$ cat config.mk
export PLATFORM = sky130hd
export DESIGN_NAME = udp_frame_header_filter
export DESIGN_NICKNAME = d
export VERILOG_FILES = /design/src/hw/rtl/ufhf_pkg.sv /design/src/hw/rtl/ufhf_front.sv /design/src/hw/rtl/ufhf_queue.sv /design/src/hw/rtl/ufhf_back.sv /design/src/hw/rtl/udp_frame_header_filter.sv
export SDC_FILE = /design/constraint.sdc
export NUM_CORES = 1
export LEC_CHECK = 0
export BUFFER_PORTS_ARGS = -buffer_cell sky130_fd_sc_hd__buf_2
export CORE_MARGIN = 2
export CORE_UTILIZATION = 35
export CTS_BUF_LIST = sky130_fd_sc_hd__clkbuf_4 sky130_fd_sc_hd__clkbuf_8
export CTS_CLUSTER_SIZE = 14
export DETAILED_ROUTE_END_ITERATION = 12
export HOLD_SLACK_MARGIN = 0.02
export PLACE_DENSITY_LB_ADDON = 0.08
export RECOVER_POWER = 50
export SYNTH_ARGS = -nofsm -noshare
export SYNTH_HDL_FRONTEND = slang
export SYNTH_SLANG_ARGS = --single-unit
$ cat constraint.sdc
create_clock -name clock -period 7.05 [get_ports clock]
set_input_delay 0.3525 -clock clock [delete_from_list [all_inputs] [get_ports clock]]
set_output_delay 0.3525 -clock clock [all_outputs]
set_load 0.03 [all_outputs]
$ cat src/hw/rtl/ufhf_pkg.sv
`default_nettype none
package ufhf_pkg;

   // Build defaults
   localparam int unsigned COUNT_WIDTH_DEFAULT = 16;
   localparam int unsigned QUEUE_DEPTH_DEFAULT = 4;

   // Frame layout
   localparam int unsigned ETH_HDR_BYTES    = 14;
   localparam int unsigned MIN_IP_HDR_BYTES = 20;
   localparam int unsigned UDP_HDR_BYTES    = 8;
   localparam int unsigned UDP_LATCH_BYTES  = 6;
   localparam int unsigned MIN_FRAME_BYTES  = ETH_HDR_BYTES + MIN_IP_HDR_BYTES + UDP_HDR_BYTES;
   localparam int unsigned MIN_IHL          = MIN_IP_HDR_BYTES / 4;

   localparam int unsigned OFS_ETHER_HI  = 12;
   localparam int unsigned OFS_ETHER_LO  = 13;
   localparam int unsigned OFS_VER_IHL   = 14;
   localparam int unsigned OFS_PROTOCOL  = 23;
   localparam int unsigned OFS_SRC_FIRST = 26;
   localparam int unsigned OFS_SRC_LAST  = 29;
   localparam int unsigned OFS_DST_FIRST = 30;
   localparam int unsigned OFS_DST_LAST  = 33;

   localparam logic [15:0] ETHERTYPE_IPV4 = 16'h0800;
   localparam logic [7:0]  PROTO_UDP      = 8'd17;
   localparam logic [3:0]  IP_VERSION_4   = 4'd4;
   localparam logic [3:0]  IHL_MASK       = 4'hF;

   // Register indexes on the csr port
   localparam int unsigned CSR_INDEX_W = 3;
   localparam logic [CSR_INDEX_W-1:0] CSR_INFO_PORT         = 3'd0;
   localparam logic [CSR_INDEX_W-1:0] CSR_SENSOR_ADDR_CHECK = 3'd1;
   localparam logic [CSR_INDEX_W-1:0] CSR_SENSOR_ADDR       = 3'd2;
   localparam logic [CSR_INDEX_W-1:0] CSR_HOST_ADDR_CHECK   = 3'd3;
   localparam logic [CSR_INDEX_W-1:0] CSR_HOST_ADDR         = 3'd4;
   localparam int unsigned CSR_DATA_W = 32;

   typedef enum logic [2:0] {
      DROP_NONE           = 3'd0,
      DROP_SHORT          = 3'd1,
      DROP_ETHERTYPE      = 3'd2,
      DROP_VERSION_IHL    = 3'd3,
      DROP_TRUNCATED      = 3'd4,
      DROP_NOT_UDP        = 3'd5,
      DROP_UDP_LEN        = 3'd6,
      DROP_PAYLOAD_FILTER = 3'd7
   } drop_reason_type;

   typedef struct packed {
      logic [15:0] ether_kind;
      logic [7:0]  version_ihl;
      logic [7:0]  ip_protocol;
      logic [31:0] source_addr;
      logic [31:0] dest_addr;
      logic [15:0] source_port;
      logic [15:0] dest_port;
      logic [15:0] udp_len;
   } frame_hdr_type;

   typedef struct packed {
      logic [15:0] info_port;
      logic        sensor_addr_check;
      logic [31:0] sensor_addr;
      logic        host_addr_check;
      logic [31:0] host_addr;
   } filter_cfg_type;

endpackage
`default_nettype wire

$ cat src/hw/rtl/ufhf_front.sv
`default_nettype none
module ufhf_front #(
   parameter int unsigned COUNT_WIDTH = ufhf_pkg::COUNT_WIDTH_DEFAULT
) (
   input  logic                    clock,
   input  logic                    reset,
   input  logic                    req_valid,
   output logic                    req_ready,
   input  logic [7:0]              req_frame_byte,
   input  logic                    req_frame_end,
   input  logic                    queue_full,
   output logic                    push_valid,
   output logic [COUNT_WIDTH-1:0]  push_caplen,
   output ufhf_pkg::frame_hdr_type push_hdr
);
   import ufhf_pkg::*;

   localparam logic [COUNT_WIDTH-1:0] COUNT_MAX = '1;

   logic [COUNT_WIDTH-1:0] byte_count_ff, byte_count_in, count_next;
   frame_hdr_type          hdr_ff, hdr_in, hdr_upd;
   logic                   accept;
   logic [3:0]             ihl;
   logic [COUNT_WIDTH-1:0] pos, udp_start;
   logic                   in_udp;
   logic [2:0]             udp_k;

   assign req_ready = !queue_full;
   assign accept    = req_valid && req_ready;
   assign pos       = byte_count_ff;
   assign ihl       = hdr_ff.version_ihl[3:0] & IHL_MASK;
   assign udp_start = COUNT_WIDTH'(ETH_HDR_BYTES) + COUNT_WIDTH'({ihl, 2'b00});
   assign in_udp    = (ihl >= 4'(MIN_IHL)) && (pos >= udp_start)
                      && (pos < udp_start + COUNT_WIDTH'(UDP_LATCH_BYTES));
   assign udp_k     = 3'(pos - udp_start);

   // Shift the current byte into whichever header field sits at this offset
   always_comb begin
      hdr_upd = hdr_ff;
      if (pos == COUNT_WIDTH'(OFS_ETHER_HI) || pos == COUNT_WIDTH'(OFS_ETHER_LO)) begin
         hdr_upd.ether_kind = {hdr_ff.ether_kind[7:0], req_frame_byte};
      end else if (pos == COUNT_WIDTH'(OFS_VER_IHL)) begin
         hdr_upd.version_ihl = req_frame_byte;
      end else if (pos == COUNT_WIDTH'(OFS_PROTOCOL)) begin
         hdr_upd.ip_protocol = req_frame_byte;
      end else if (pos >= COUNT_WIDTH'(OFS_SRC_FIRST) && pos <= COUNT_WIDTH'(OFS_SRC_LAST)) begin
         hdr_upd.source_addr = {hdr_ff.source_addr[23:0], req_frame_byte};
      end else if (pos >= COUNT_WIDTH'(OFS_DST_FIRST) && pos <= COUNT_WIDTH'(OFS_DST_LAST)) begin
         hdr_upd.dest_addr = {hdr_ff.dest_addr[23:0], req_frame_byte};
      end
      if (in_udp) begin
         if (udp_k < 3'd2) begin
            hdr_upd.source_port = {hdr_ff.source_port[7:0], req_frame_byte};
         end else if (udp_k < 3'd4) begin
            hdr_upd.dest_port = {hdr_ff.dest_port[7:0], req_frame_byte};
         end else begin
            hdr_upd.udp_len = {hdr_ff.udp_len[7:0], req_frame_byte};
         end
      end
   end

   assign count_next    = (pos == COUNT_MAX) ? pos : pos + 1'b1;
   assign byte_count_in = req_frame_end ? '0 : count_next;
   assign hdr_in        = req_frame_end ? '0 : hdr_upd;

   assign push_valid  = accept && req_frame_end;
   assign push_caplen = count_next;
   assign push_hdr    = hdr_upd;

   always_ff @(posedge clock) begin
      if (reset) begin
         byte_count_ff <= '0;
         hdr_ff        <= '0;
      end else if (accept) begin
         byte_count_ff <= byte_count_in;
         hdr_ff        <= hdr_in;
      end
   end

endmodule
`default_nettype wire

$ cat src/hw/rtl/ufhf_queue.sv
`default_nettype none
module ufhf_queue #(
   parameter int unsigned COUNT_WIDTH = ufhf_pkg::COUNT_WIDTH_DEFAULT,
   parameter int unsigned DEPTH       = ufhf_pkg::QUEUE_DEPTH_DEFAULT
) (
   input  logic                    clock,
   input  logic                    reset,
   input  logic                    push_valid,
   input  logic [COUNT_WIDTH-1:0]  push_caplen,
   input  ufhf_pkg::frame_hdr_type push_hdr,
   output logic                    full,
   input  logic                    pop,
   output logic                    pop_valid,
   output logic [COUNT_WIDTH-1:0]  pop_caplen,
   output ufhf_pkg::frame_hdr_type pop_hdr
);
   import ufhf_pkg::*;

   localparam int unsigned PTR_W = (DEPTH > 1) ? $clog2(DEPTH) : 1;
   localparam int unsigned CNT_W = $clog2(DEPTH + 1);

   logic [COUNT_WIDTH-1:0] caplen_mem [DEPTH];
   frame_hdr_type          hdr_mem    [DEPTH];

   logic [PTR_W-1:0] wr_ptr_ff, wr_ptr_in, rd_ptr_ff, rd_ptr_in;
   logic [CNT_W-1:0] fill_ff, fill_in;
   logic             do_push, do_pop;

   assign full       = (fill_ff == CNT_W'(DEPTH));
   assign pop_valid  = (fill_ff != '0);
   assign do_push    = push_valid && !full;
   assign do_pop     = pop && pop_valid;
   assign pop_caplen = caplen_mem[rd_ptr_ff];
   assign pop_hdr    = hdr_mem[rd_ptr_ff];

   assign wr_ptr_in = (wr_ptr_ff == PTR_W'(DEPTH - 1)) ? '0 : wr_ptr_ff + 1'b1;
   assign rd_ptr_in = (rd_ptr_ff == PTR_W'(DEPTH - 1)) ? '0 : rd_ptr_ff + 1'b1;

   always_comb begin
      fill_in = fill_ff;
      if (do_push && !do_pop) begin
         fill_in = fill_ff + 1'b1;
      end else if (do_pop && !do_push) begin
         fill_in = fill_ff - 1'b1;
      end
   end

   always_ff @(posedge clock) begin
      if (do_push) begin
         caplen_mem[wr_ptr_ff] <= push_caplen;
         hdr_mem[wr_ptr_ff]    <= push_hdr;
      end
   end

   always_ff @(posedge clock) begin
      if (reset) begin
         wr_ptr_ff <= '0;
         rd_ptr_ff <= '0;
         fill_ff   <= '0;
      end else begin
         if (do_push) begin
            wr_ptr_ff <= wr_ptr_in;
         end
         if (do_pop) begin
            rd_ptr_ff <= rd_ptr_in;
         end
         fill_ff <= fill_in;
      end
   end

endmodule
`default_nettype wire

$ cat src/hw/rtl/ufhf_back.sv
`default_nettype none
module ufhf_back #(
   parameter int unsigned COUNT_WIDTH = ufhf_pkg::COUNT_WIDTH_DEFAULT
) (
   input  logic                     clock,
   input  logic                     reset,
   input  logic                     entry_valid,
   input  logic [COUNT_WIDTH-1:0]   entry_caplen,
   input  ufhf_pkg::frame_hdr_type  entry_hdr,
   output logic                     entry_pop,
   input  ufhf_pkg::filter_cfg_type cfg,
   output logic                     rsp_valid,
   input  logic                     rsp_ready,
   output logic                     rsp_accepted,
   output logic [2:0]               rsp_drop_reason,
   output logic                     rsp_filter_miss,
   output logic [15:0]              rsp_payload_length,
   output logic [6:0]               rsp_payload_offset
);
   import ufhf_pkg::*;

   localparam int unsigned CMP_W = ((COUNT_WIDTH > 16) ? COUNT_WIDTH : 16) + 1;

   logic [CMP_W-1:0] cap_ext, udp_end;
   logic [3:0]       version, ihl;
   logic [5:0]       ip_hdr;
   logic [6:0]       hdr_end;
   logic             port_ok, src_ok, dst_ok, take;

   drop_reason_type reason;
   logic            miss;
   logic [15:0]     plen;
   logic [6:0]      poff;

   logic            rsp_valid_ff;
   drop_reason_type reason_ff;
   logic            miss_ff;
   logic [15:0]     plen_ff;
   logic [6:0]      poff_ff;

   assign cap_ext = CMP_W'(entry_caplen);
   assign version = entry_hdr.version_ihl[7:4];
   assign ihl     = entry_hdr.version_ihl[3:0] & IHL_MASK;
   assign ip_hdr  = {ihl, 2'b00};
   assign hdr_end = 7'(ETH_HDR_BYTES) + 7'(ip_hdr) + 7'(UDP_HDR_BYTES);
   assign udp_end = CMP_W'(ETH_HDR_BYTES) + CMP_W'(ip_hdr) + CMP_W'(entry_hdr.udp_len);
   assign port_ok = (entry_hdr.source_port == cfg.info_port)
                    || (entry_hdr.dest_port == cfg.info_port);
   assign src_ok  = !cfg.sensor_addr_check || (entry_hdr.source_addr == cfg.sensor_addr);
   assign dst_ok  = !cfg.host_addr_check || (entry_hdr.dest_addr == cfg.host_addr);

   // First failing check wins
   always_comb begin
      reason = DROP_NONE;
      miss   = 1'b0;
      plen   = '0;
      poff   = '0;
      if (cap_ext < CMP_W'(MIN_FRAME_BYTES)) begin
         reason = DROP_SHORT;
      end else if (entry_hdr.ether_kind != ETHERTYPE_IPV4) begin
         reason = DROP_ETHERTYPE;
      end else if (version != IP_VERSION_4 || ihl < 4'(MIN_IHL)) begin
         reason = DROP_VERSION_IHL;
      end else begin
         poff = hdr_end;
         if (cap_ext < CMP_W'(hdr_end)) begin
            reason = DROP_TRUNCATED;
         end else if (entry_hdr.ip_protocol != PROTO_UDP) begin
            reason = DROP_NOT_UDP;
         end else if (entry_hdr.udp_len < 16'(UDP_HDR_BYTES)) begin
            reason = DROP_UDP_LEN;
         end else if (cap_ext < udp_end) begin
            reason = DROP_PAYLOAD_FILTER;
         end else if (port_ok && src_ok && dst_ok) begin
            plen = entry_hdr.udp_len - 16'(UDP_HDR_BYTES);
         end else begin
            reason = DROP_PAYLOAD_FILTER;
            miss   = 1'b1;
         end
      end
   end

   assign take      = entry_valid && (!rsp_valid_ff || rsp_ready);
   assign entry_pop = take;

   always_ff @(posedge clock) begin
      if (reset) begin
         rsp_valid_ff <= 1'b0;
      end else if (take) begin
         rsp_valid_ff <= 1'b1;
      end else if (rsp_ready) begin
         rsp_valid_ff <= 1'b0;
      end
   end

   always_ff @(posedge clock) begin
      if (take) begin
         reason_ff <= reason;
         miss_ff   <= miss;
         plen_ff   <= plen;
         poff_ff   <= poff;
      end
   end

   assign rsp_valid          = rsp_valid_ff;
   assign rsp_accepted       = (reason_ff == DROP_NONE);
   assign rsp_drop_reason    = reason_ff;
   assign rsp_filter_miss    = miss_ff;
   assign rsp_payload_length = plen_ff;
   assign rsp_payload_offset = poff_ff;

endmodule
`default_nettype wire

$ cat src/hw/rtl/udp_frame_header_filter.sv
`default_nettype none
// Ethernet/IPv4/UDP header filter. Feed a captured frame one byte per request on req_*,
// with req_frame_end set on its last byte; each frame gives exactly one response on
// rsp_*: accepted, the first drop reason (short capture, ethertype, version/IHL,
// truncated headers, not UDP, UDP length below 8, payload beyond the capture or a filter
// miss), and the payload length and offset. The parser takes one byte every clock cycle,
// also across frame boundaries, while the QUEUE_DEPTH-entry queue of parsed headers has
// room; once the queue is full, req_ready drops and every byte waits until the back end
// takes a header. A frame's header enters the queue when its last byte is accepted; the
// back end registers its response, which then shows on rsp_valid. Capture lengths count
// to 2^COUNT_WIDTH-1 and then saturate. Write the filter registers through csr_* only
// while no frame is in flight; unknown register indexes are ignored.
module udp_frame_header_filter #(
   parameter int unsigned COUNT_WIDTH = ufhf_pkg::COUNT_WIDTH_DEFAULT,
   parameter int unsigned QUEUE_DEPTH = ufhf_pkg::QUEUE_DEPTH_DEFAULT
) (
   input  logic                             clock,
   input  logic                             reset,
   // byte requests
   input  logic                             req_valid,
   output logic                             req_ready,
   input  logic [7:0]                       req_frame_byte,
   input  logic                             req_frame_end,
   // per-frame responses
   output logic                             rsp_valid,
   input  logic                             rsp_ready,
   output logic                             rsp_accepted,
   output logic [2:0]                       rsp_drop_reason,
   output logic                             rsp_filter_miss,
   output logic [15:0]                      rsp_payload_length,
   output logic [6:0]                       rsp_payload_offset,
   // filter registers
   input  logic                             csr_we,
   input  logic [ufhf_pkg::CSR_INDEX_W-1:0] csr_index,
   input  logic [ufhf_pkg::CSR_DATA_W-1:0]  csr_wdata
);
   import ufhf_pkg::*;

   filter_cfg_type cfg_ff, cfg_in;

   logic                   queue_full, push_valid, entry_valid, entry_pop;
   logic [COUNT_WIDTH-1:0] push_caplen, entry_caplen;
   frame_hdr_type          push_hdr, entry_hdr;

   // Decode a register write; leave everything else as it stands
   always_comb begin
      cfg_in = cfg_ff;
      if (csr_we) begin
         unique case (csr_index)
            CSR_INFO_PORT:         cfg_in.info_port         = csr_wdata[15:0];
            CSR_SENSOR_ADDR_CHECK: cfg_in.sensor_addr_check = csr_wdata[0];
            CSR_SENSOR_ADDR:       cfg_in.sensor_addr       = csr_wdata[31:0];
            CSR_HOST_ADDR_CHECK:   cfg_in.host_addr_check   = csr_wdata[0];
            CSR_HOST_ADDR:         cfg_in.host_addr         = csr_wdata[31:0];
            default:               cfg_in = cfg_ff;
         endcase
      end
   end

   always_ff @(posedge clock) begin
      if (reset) begin
         cfg_ff <= '0;
      end else begin
         cfg_ff <= cfg_in;
      end
   end

   // Front: count bytes and latch header fields at line rate while the queue has room
   ufhf_front #(
      .COUNT_WIDTH(COUNT_WIDTH)
   ) u_front (
      .clock          (clock),
      .reset          (reset),
      .req_valid      (req_valid),
      .req_ready      (req_ready),
      .req_frame_byte (req_frame_byte),
      .req_frame_end  (req_frame_end),
      .queue_full     (queue_full),
      .push_valid     (push_valid),
      .push_caplen    (push_caplen),
      .push_hdr       (push_hdr)
   );

   // Hold finished headers so the parser waits on the response side only once the queue is full
   ufhf_queue #(
      .COUNT_WIDTH(COUNT_WIDTH),
      .DEPTH      (QUEUE_DEPTH)
   ) u_queue (
      .clock       (clock),
      .reset       (reset),
      .push_valid  (push_valid),
      .push_caplen (push_caplen),
      .push_hdr    (push_hdr),
      .full        (queue_full),
      .pop         (entry_pop),
      .pop_valid   (entry_valid),
      .pop_caplen  (entry_caplen),
      .pop_hdr     (entry_hdr)
   );

   // Back: run the checks and filters, register the response
   ufhf_back #(
      .COUNT_WIDTH(COUNT_WIDTH)
   ) u_back (
      .clock              (clock),
      .reset              (reset),
      .entry_valid        (entry_valid),
      .entry_caplen       (entry_caplen),
      .entry_hdr          (entry_hdr),
      .entry_pop          (entry_pop),
      .cfg                (cfg_ff),
      .rsp_valid          (rsp_valid),
      .rsp_ready          (rsp_ready),
      .rsp_accepted       (rsp_accepted),
      .rsp_drop_reason    (rsp_drop_reason),
      .rsp_filter_miss    (rsp_filter_miss),
      .rsp_payload_length (rsp_payload_length),
      .rsp_payload_offset (rsp_payload_offset)
   );

endmodule
`default_nettype wire

==> impl_metrics.py, run 1 <==
metrics = {
    "routing": {
        "wl_per_cell_um": 23.3,
        "drt_first_pass_iters": 6,
        "drtIter0Drc": 1438,
        "drc": 0,
        "wl_met3_um": 4260,
        "ant_nets": 0,
        "drt-vias-per-instance": 5.19,
        "routed.top_layer": "met5",
        "wirelength_um": 97900,
        "met2WireLength_um": 47700,
        "vias": 21800,
        "wl_met1_um": 44000,
    },
    "cts": {
        "cts_tree": "yes",
        "numCtsBuffers": 159,
        "cts_buffer_depth": 3,
        "path_clk_slew_ns": 0.05,
        "cts.sinks": 918,
        "clock_latency_ns": 0.81,
        "ctsResizeCount": 0,
        "clockRootBuffer": "clkbuf_8",
        "htree_levels": 4,
    },
    "synth": {
        "synth_cell_types": 69,
        "syn_area_um2": 37400,
        "yosys_warnings": 0,
        "synthCells": 2500,
        "synthFlopType": "edfxtp_1",
        "async_flop_share_pct": 0,
        "synth_enable_flop_cells": 666,
        "ys_seq_elements": 918,
        "syn_nets": 2606,
        "syn_area_per_cell_um2": 15.0,
        "ys_seq_area_share_pct": 67.0,
    },
    "grt": {
        "grt_max_degree": 124,
        "grt_pass1_vias": 22700,
        "gr-usage-all-layers_pct": 18.1,
        "grt-ovfl-total": 0,
        "antenna_found_initial": 6,
        "grt_pass1_wl_um": 145000,
    },
    "die": {
        "io_pins": 79,
        "dieArea_um2": 110000,
        "core-area_um2": 106000,
        "die_x_um": 331,
        "initial_core_util_pct": 35.4,
        "die_h_um": 331,
        "rows": 119,
    },
    "place": {
        "portBuffers": 77,
        "detailed_place_hpwl_um": 60000,
        "place_area_um2": 39300,
        "gp_congestion": 0.764,
    },
    "setup_path": {
        "reg2reg_from": "u_queue.fill_ff[0]$_SDFFE_PP0P_",
        "cp-start-kind": "primary input",
        "critPathKind": "in -> reg",
        "crit_fanout": 76,
        "cp.required_ns": 7.58,
        "arrival_ns": 6.23,
        "cp-end-kind": "register",
        "crit_start": "reset",
    },
    "sta": {
        "slew_headroom_pct": -163,
        "clock.fmax_mhz": 176,
        "worst_slew_pin_slew_ns": 3.94,
        "fin_tns_setup_ns": 0,
        "skew_ns": 0.0411,
        "slew_viol_final": 612,
        "hold_violations": 0,
        "finalCritPeriodShare_pct": 80.8,
        "fin_crit_ns": 5.70,
        "rsz0062_at_grt": "false",
        "setup_violations": 0,
    },
    "finish": {
        "layout-drive-gt1-share_pct": 21.4,
        "layout_commonest_cell": "edfxtp_1",
        "layout_common_cells": "edfxtp_1, dfxtp_1, nand2_1",
        "utilization_pct": 40.6,
        "multi_input_area_um2": 11600,
        "final_area_um2": 42900,
        "nNetsFinal": 2783,
        "area_delta_synth_final_pct": 14.7,
        "n_fill_cell": 9748,
        "ff_latch_area_um2": 25100,
    },
    "pwr": {
        "cellPowerDensity_nw_per_um2": 334,
        "power_w": 0.0143,
        "leakagePower_nw": 14.1,
        "irDropWorstVdd_uv": 161,
    },
    "min_path": {
        "hp-class": "in -> reg",
        "min_from": "req_frame_byte[7]",
    },
    "flow_run": {
        "drv_cap": 12,
    },
    "run_status": {
        "violations": "capacitance limit, slew limit",
        "status": "finished, violations left",
    },
}
metrics by stage:
step,hold WS (ns),instances,setup WS [ns]
floorplan,0.445,2500,1.53
CTS,0.0409,4200,1.56
global placement,0.454,3868,1.69
global route,0.0758,4202,0.868
detailed placement,0.458,3868,1.61
finish,0.140,4203,1.35
worst paths after layout:
check,endpoint,slack (ns),cells past startpoint
setup / recovery,u_front.hdr_ff[49]$_SDFFE_PP0P_,1.35,4
hold / removal,u_front.hdr_ff[23]$_SDFFE_PP0P_,0.14,2
setup reg to reg,u_queue.hdr_mem[2][25]$_DFFE_PP_,1.54,6
hold reg to reg,cfg_ff[6]$_SDFFE_PP0P_,0.46,2
power by group:
| group | internal, W | switching (W) |
|---|---|---|
| clock network | 0.00282 | 0.00214 |
| logic | 0.00136 | 0.00189 |
| registers | 0.00601 | 0.000115 |
| total | 0.0102 | 0.00415 |
cells in the mapped netlist (8+ instances only):
| cell type | n | area [um2] |
|---|---|---|
| o21ai_0 | 26 | 130 |
| clkbuf_1 | 103 | 387 |
| xnor2_1 | 89 | 780 |
| a22oi_1 | 107 | 803 |
| a32o_1 | 16 | 160 |
| xor2_1 | 50 | 438 |
| nand3_1 | 28 | 140 |
| nor3_1 | 29 | 145 |
| o22ai_1 | 18 | 113 |
| edfxtp_1 | 666 | 20000 |
| buf_2 | 13 | 65.1 |
| nand2_1 | 234 | 878 |
| nor4b_1 | 18 | 158 |
| buf_6 | 9 | 101 |
| nor2_1 | 162 | 608 |
| a21o_1 | 13 | 97.6 |
| mux4_2 | 131 | 2950 |
| mux2i_1 | 8 | 80.1 |
| inv_1 | 28 | 105 |
| and3_1 | 11 | 68.8 |
| dfxtp_1 | 252 | 5040 |
| nor2b_1 | 12 | 75.1 |
| ha_1 | 55 | 688 |
| nor4_1 | 25 | 156 |
| nor2_2 | 10 | 62.6 |
| mux2_2 | 145 | 1630 |
| o32ai_1 | 16 | 140 |
| nand4_1 | 23 | 144 |
| a21oi_1 | 121 | 606 |
registers in the layout (all words and copies together), names as in the netlist, named ones only:
| register | count |
|---|---|
| u_back.rsp_filter_miss | 1 |
| u_back.rsp_valid | 1 |
| u_queue.wr_ptr_ff | 2 |
| u_queue.hdr_mem | 576 |
| u_back.rsp_drop_reason | 3 |
| u_queue.caplen_mem | 64 |
| u_queue.fill_ff | 3 |
| u_front.hdr_ff | 144 |
| u_back.rsp_payload_offset | 6 |
| u_queue.rd_ptr_ff | 2 |
| u_back.rsp_payload_length | 16 |
| u_front.byte_count_ff | 16 |
| cfg_ff | 82 |
cell type report:
type,count,share of cell area (%)
sequential,918,58.4
multi-input combinational,1416,27.2
clock buffer,261,7.25
tap,1391,4.06
timing repair buffer,153,2.35
clock inverter,32,0.499
inverter,29,0.254
antenna,3,0.0175
routing by layer:
layer  vias up  GRT usage [%]
met1     11200           23.9
met2       491           30.3
li1       9933              -
met5         -              0
met3       151           3.45
met4         2           5.19
logic make-up after synthesis:
family,synth area share (%)
xor gates and xnor gates,3.25
muxes,12.5
other,0.0100
AOI/OAI and AO/OA,5.99
adders and majority gates,1.95
DFF,67.0
buffers and inverters,2.01
and+or+nand+nor,7.37
worst max-delay path, cell delays in order:
cell and delay [ns]:
dlygate4sd3_1 0.53, clkbuf_1 2.15, clkbuf_1 2.87, nor2_1 0.17
timing repair:
action | CTS | global route
buffers inserted | 0 | 0
hold buffers | 39 | 0
hold endpoints to repair | 134 | 0
(Power assumes the default switching activity.)
==> inputs of run 2 (changes only) <==
--- a/config.mk
+++ b/config.mk
@@ -5,6 +5,7 @@
 export SDC_FILE = /design/constraint.sdc
 export NUM_CORES = 1
 export LEC_CHECK = 0
+export ABC_AREA = 1
 export BUFFER_PORTS_ARGS = -buffer_cell sky130_fd_sc_hd__buf_2
 export CORE_MARGIN = 2
 export CORE_UTILIZATION = 35
==> constraint.sdc (replaced) <==
create_clock -name clock -period 5.1 [get_ports clock]
set_input_delay 0.255 -clock clock [delete_from_list [all_inputs] [get_ports clock]]
set_output_delay 0.255 -clock clock [all_outputs]
set_load 0.03 [all_outputs]
==> run 2 against run 1 <==
  * The run still ends with capacitance limit, slew limit left
  * Clock power grew 40%
  * Synthesized cell count is 61% higher
  * Via count rose by 28%
  * Setup slack worse by 1.0 ns
  * Global-route usage up 1.1 points
  * First-iteration DRC count rose by 36%
  * Sequential cell count stayed put
  * Clock-buffer cell count shrank 14
==> impl_metrics.py, run 2 <==
metrics = {
    "synth": {
        "synthCells": 4019,
        "syn_area_per_cell_um2": 9.83,
        "synth_common_cells": "nand2_1, edfxtp_1, nand3_1",
        "synth_top_area_share_pct": 50.6,
        "yosys-top-cells-area": "edfxtp_1, dfxtp_1, nand2_1",
        "syn_area_um2": 39500,
        "async_flop_share_pct": 0,
        "netlist.top_cell.by_area": "edfxtp_1",
        "synthFlopType": "edfxtp_1",
        "yosysMostFrequentCell": "nand2_1",
        "ys_seq_area_share_pct": 63.4,
        "syn_nets": 4125,
        "yosys_warnings": 0,
        "synth_cell_types": 58,
        "ys_seq_elements": 918,
        "synth_enable_flop_cells": 666,
    },
    "finish": {
        "layout-drive-gt1-share_pct": 10.1,
        "top_register": "u_queue.hdr_mem",
        "largest_register_ffs": 576,
        "utilization_pct": 40.3,
        "reg.largest.list": "u_queue.hdr_mem x576, u_front.hdr_ff x144, cfg_ff x82",
        "final_cells": 5819,
        "layout_commonest_cell": "nand2_1",
        "nNetsFinal": 4284,
        "layout_common_cells": "nand2_1, edfxtp_1, nand3_1",
        "area_delta_synth_final_pct": 14.4,
    },
    "setup_path": {
        "worstPathCellList": "dlygate4sd3_1, clkbuf_1, inv_4, buf_4, o21ai_0, a21oi_1, dlygate4sd3_1",
        "critPathMaxStageDelay_ns": 2.34,
        "ff2ff_setup_slack_ns": 0.48,
        "crit_fanout": 56,
        "arrival_ns": 5.50,
        "cp.depth": 7,
        "r2r-end": "u_back.rsp_payload_length[3]$_SDFFCE_PP0P_",
        "crit_path_frequent_cell": "dlygate4sd3_1",
        "cp.buffers_inverters": 5,
        "critPathKind": "in -> reg",
        "worst_path_max_delay_cell": "clkbuf_1",
        "r2r_cells": 30,
        "crit_family": "buffers and inverters",
        "cp.required_ns": 5.80,
        "cp-end-kind": "register",
        "cp-start-kind": "primary input",
    },
    "min_path": {
        "whs_endpoint": "cfg_ff[59]$_SDFFE_PP0P_",
        "holdPathStages": 4,
        "hp-class": "in -> reg",
        "min_from": "csr_wdata[26]",
    },
    "place": {
        "gp_congestion": 0.786,
        "detailed_place_hpwl_um": 66200,
        "portBuffers": 77,
        "dp.cells": 5458,
    },
    "pwr": {
        "irDropWorstVdd_uv": 298,
        "cellPowerDensity_nw_per_um2": 502,
        "leakagePower_nw": 17.0,
        "power_w": 0.0227,
    },
    "grt": {
        "grtUsageMet3_pct": 3.03,
        "grt_pass1_vias": 27100,
        "grt_pass1_wl_um": 168000,
        "grt-ovfl-total": 0,
        "grt_max_degree": 111,
        "antenna_found_initial": 7,
        "grt_use_met1_pct": 26.3,
        "gr-usage-all-layers_pct": 19.1,
        "met2_usage_pct": 31.2,
        "grt-busiest-layer": "met2",
    },
    "die": {
        "die_h_um": 340,
        "io_pins": 79,
        "core-area_um2": 112000,
        "dieArea_um2": 116000,
        "initial_core_util_pct": 35.2,
        "rows": 123,
        "die_x_um": 340,
    },
    "cts": {
        "htree_levels": 4,
        "numCtsBuffers": 164,
        "cts.sinks": 918,
        "clock_latency_ns": 0.83,
        "cts_buffer_depth": 3,
        "cts_tree": "yes",
        "clockRootBuffer": "clkbuf_8",
        "path_clk_slew_ns": 0.06,
    },
    "run_status": {
        "violations": "capacitance limit, slew limit",
        "status": "finished, violations left",
    },
    "sta": {
        "clock.fmax_mhz": 209,
        "skew_ns": 0.0400,
        "fin_crit_ns": 4.80,
        "slew_viol_final": 638,
        "finalCritPeriodShare_pct": 94.0,
        "hold_violations": 0,
        "slew_headroom_pct": -146,
        "worst_slew_pin_slew_ns": 3.70,
        "setup_violations": 0,
        "rsz0062_at_grt": "false",
    },
    "flow_run": {
        "drv_cap": 12,
    },
    "routing": {
        "drt_first_pass_iters": 8,
        "drt-vias-per-instance": 4.80,
        "wl_per_cell_um": 19.1,
        "drc": 0,
        "drtIter0Drc": 1949,
        "ant_nets": 0,
        "wirelength_um": 111000,
        "vias": 27900,
    },
}
run 2: cell count changes after synthesis, moves of 107 or more:
cell | previous run | this run
nand2_1 | 234 | 1334
nand3_1 | 28 | 321
inv_1 | 28 | 265
o21ai_0 | 26 | 194
a21oi_1 | 121 | 278
mux2_2 | 145 | 7
mux4_2 | 131 | 0
a22oi_1 | 107 | 0
run 2: routing by layer:
metal / routed length, um / part of all wire [%]
met5: 0 / 0
met4: 2260 / 2.0
met2: 51800 / 47
met3: 4310 / 3.9
met1: 52900 / 48
run 2: cell families after synthesis:
kind of cell             share of synthesized area, %
adder cells (fa/ha/maj)                          1.84
other                                         0.00949
AO/OA/AOI/OAI                                    7.33
buffers and inverters                            5.20
flip-flops                                       63.4
XOR/XNOR                                         1.37
multiplexers                                    0.301
AND/OR/NAND/NOR                                  20.6
run 2: area by class of cell:
| class | count | area [um2] |
|---|---|---|
| Clock inverter | 58 | 402 |
| Multi-Input combinational cell | 2634 | 12500 |
| Clock buffer | 247 | 2960 |
| Fill cell | 11100 | 67000 |
| Antenna cell | 2 | 5.00 |
| Tap cell | 1500 | 1880 |
| Sequential cell | 918 | 25100 |
| Inverter | 274 | 1040 |
| Timing Repair Buffer | 186 | 1370 |
run 2: worst max-delay path by stage:
stage | start | endpoint
after floorplan | u_queue.fill_ff[1]$_SDFFE_PP0P_ | u_queue.caplen_mem[3][0]$_DFFE_PP_
after global placement | register | u_back.rsp_payload_length[3]$_SDFFCE_PP0P_
after detailed placement | register | u_back.rsp_payload_length[3]$_SDFFCE_PP0P_
after CTS | register | u_back.rsp_payload_length[3]$_SDFFCE_PP0P_
after global routing | register | u_back.rsp_payload_length[4]$_SDFFCE_PP0P_
final | reset | cfg_ff[32]$_SDFFE_PP0P_
run 2: where the power goes:
part | internal [W] | switching (W) | leakage, nW
logic | 0.00214 | 0.00503 | 7.09
clock network | 0.00389 | 0.00309 | 1.79
registers | 0.00840 | 0.000128 | 8.11
total | 0.0144 | 0.00826 | 17.0
run 2: worst register-to-register path, delay by kind of cell, from the launching register on:
kind,cells,cell delay (ns)
compound gates,6,0.95
xor+xnor,1,0.16
fa+ha+maj,3,0.84
buf+inv,4,0.43
flops,1,0.39
simple gates,16,1.62
run 2: through the flow:
step / instance area, um2 / setup TNS (ns) / hold slack [ns] / worst slack, ns
floorplan: 39500 / -404.14 / 0.390 / -0.632
global placement: 41400 / 0 / 0.449 / 0.131
detailed placement: 41400 / 0 / 0.453 / 0.00730
CTS: 45400 / 0 / 0.140 / 0.150
global route: 45200 / 0 / 0.220 / 0.0311
finish: 45200 / 0 / 0.263 / 0.304
run 2: repair_timing:
action | in CTS | in global routing
setup buffers | 1 | 0
setup endpoints to repair | 6 | 19
hold buffers | 53 | 0
resized for setup | 0 | 11
endpoints found under the hold margin | 199 | 0
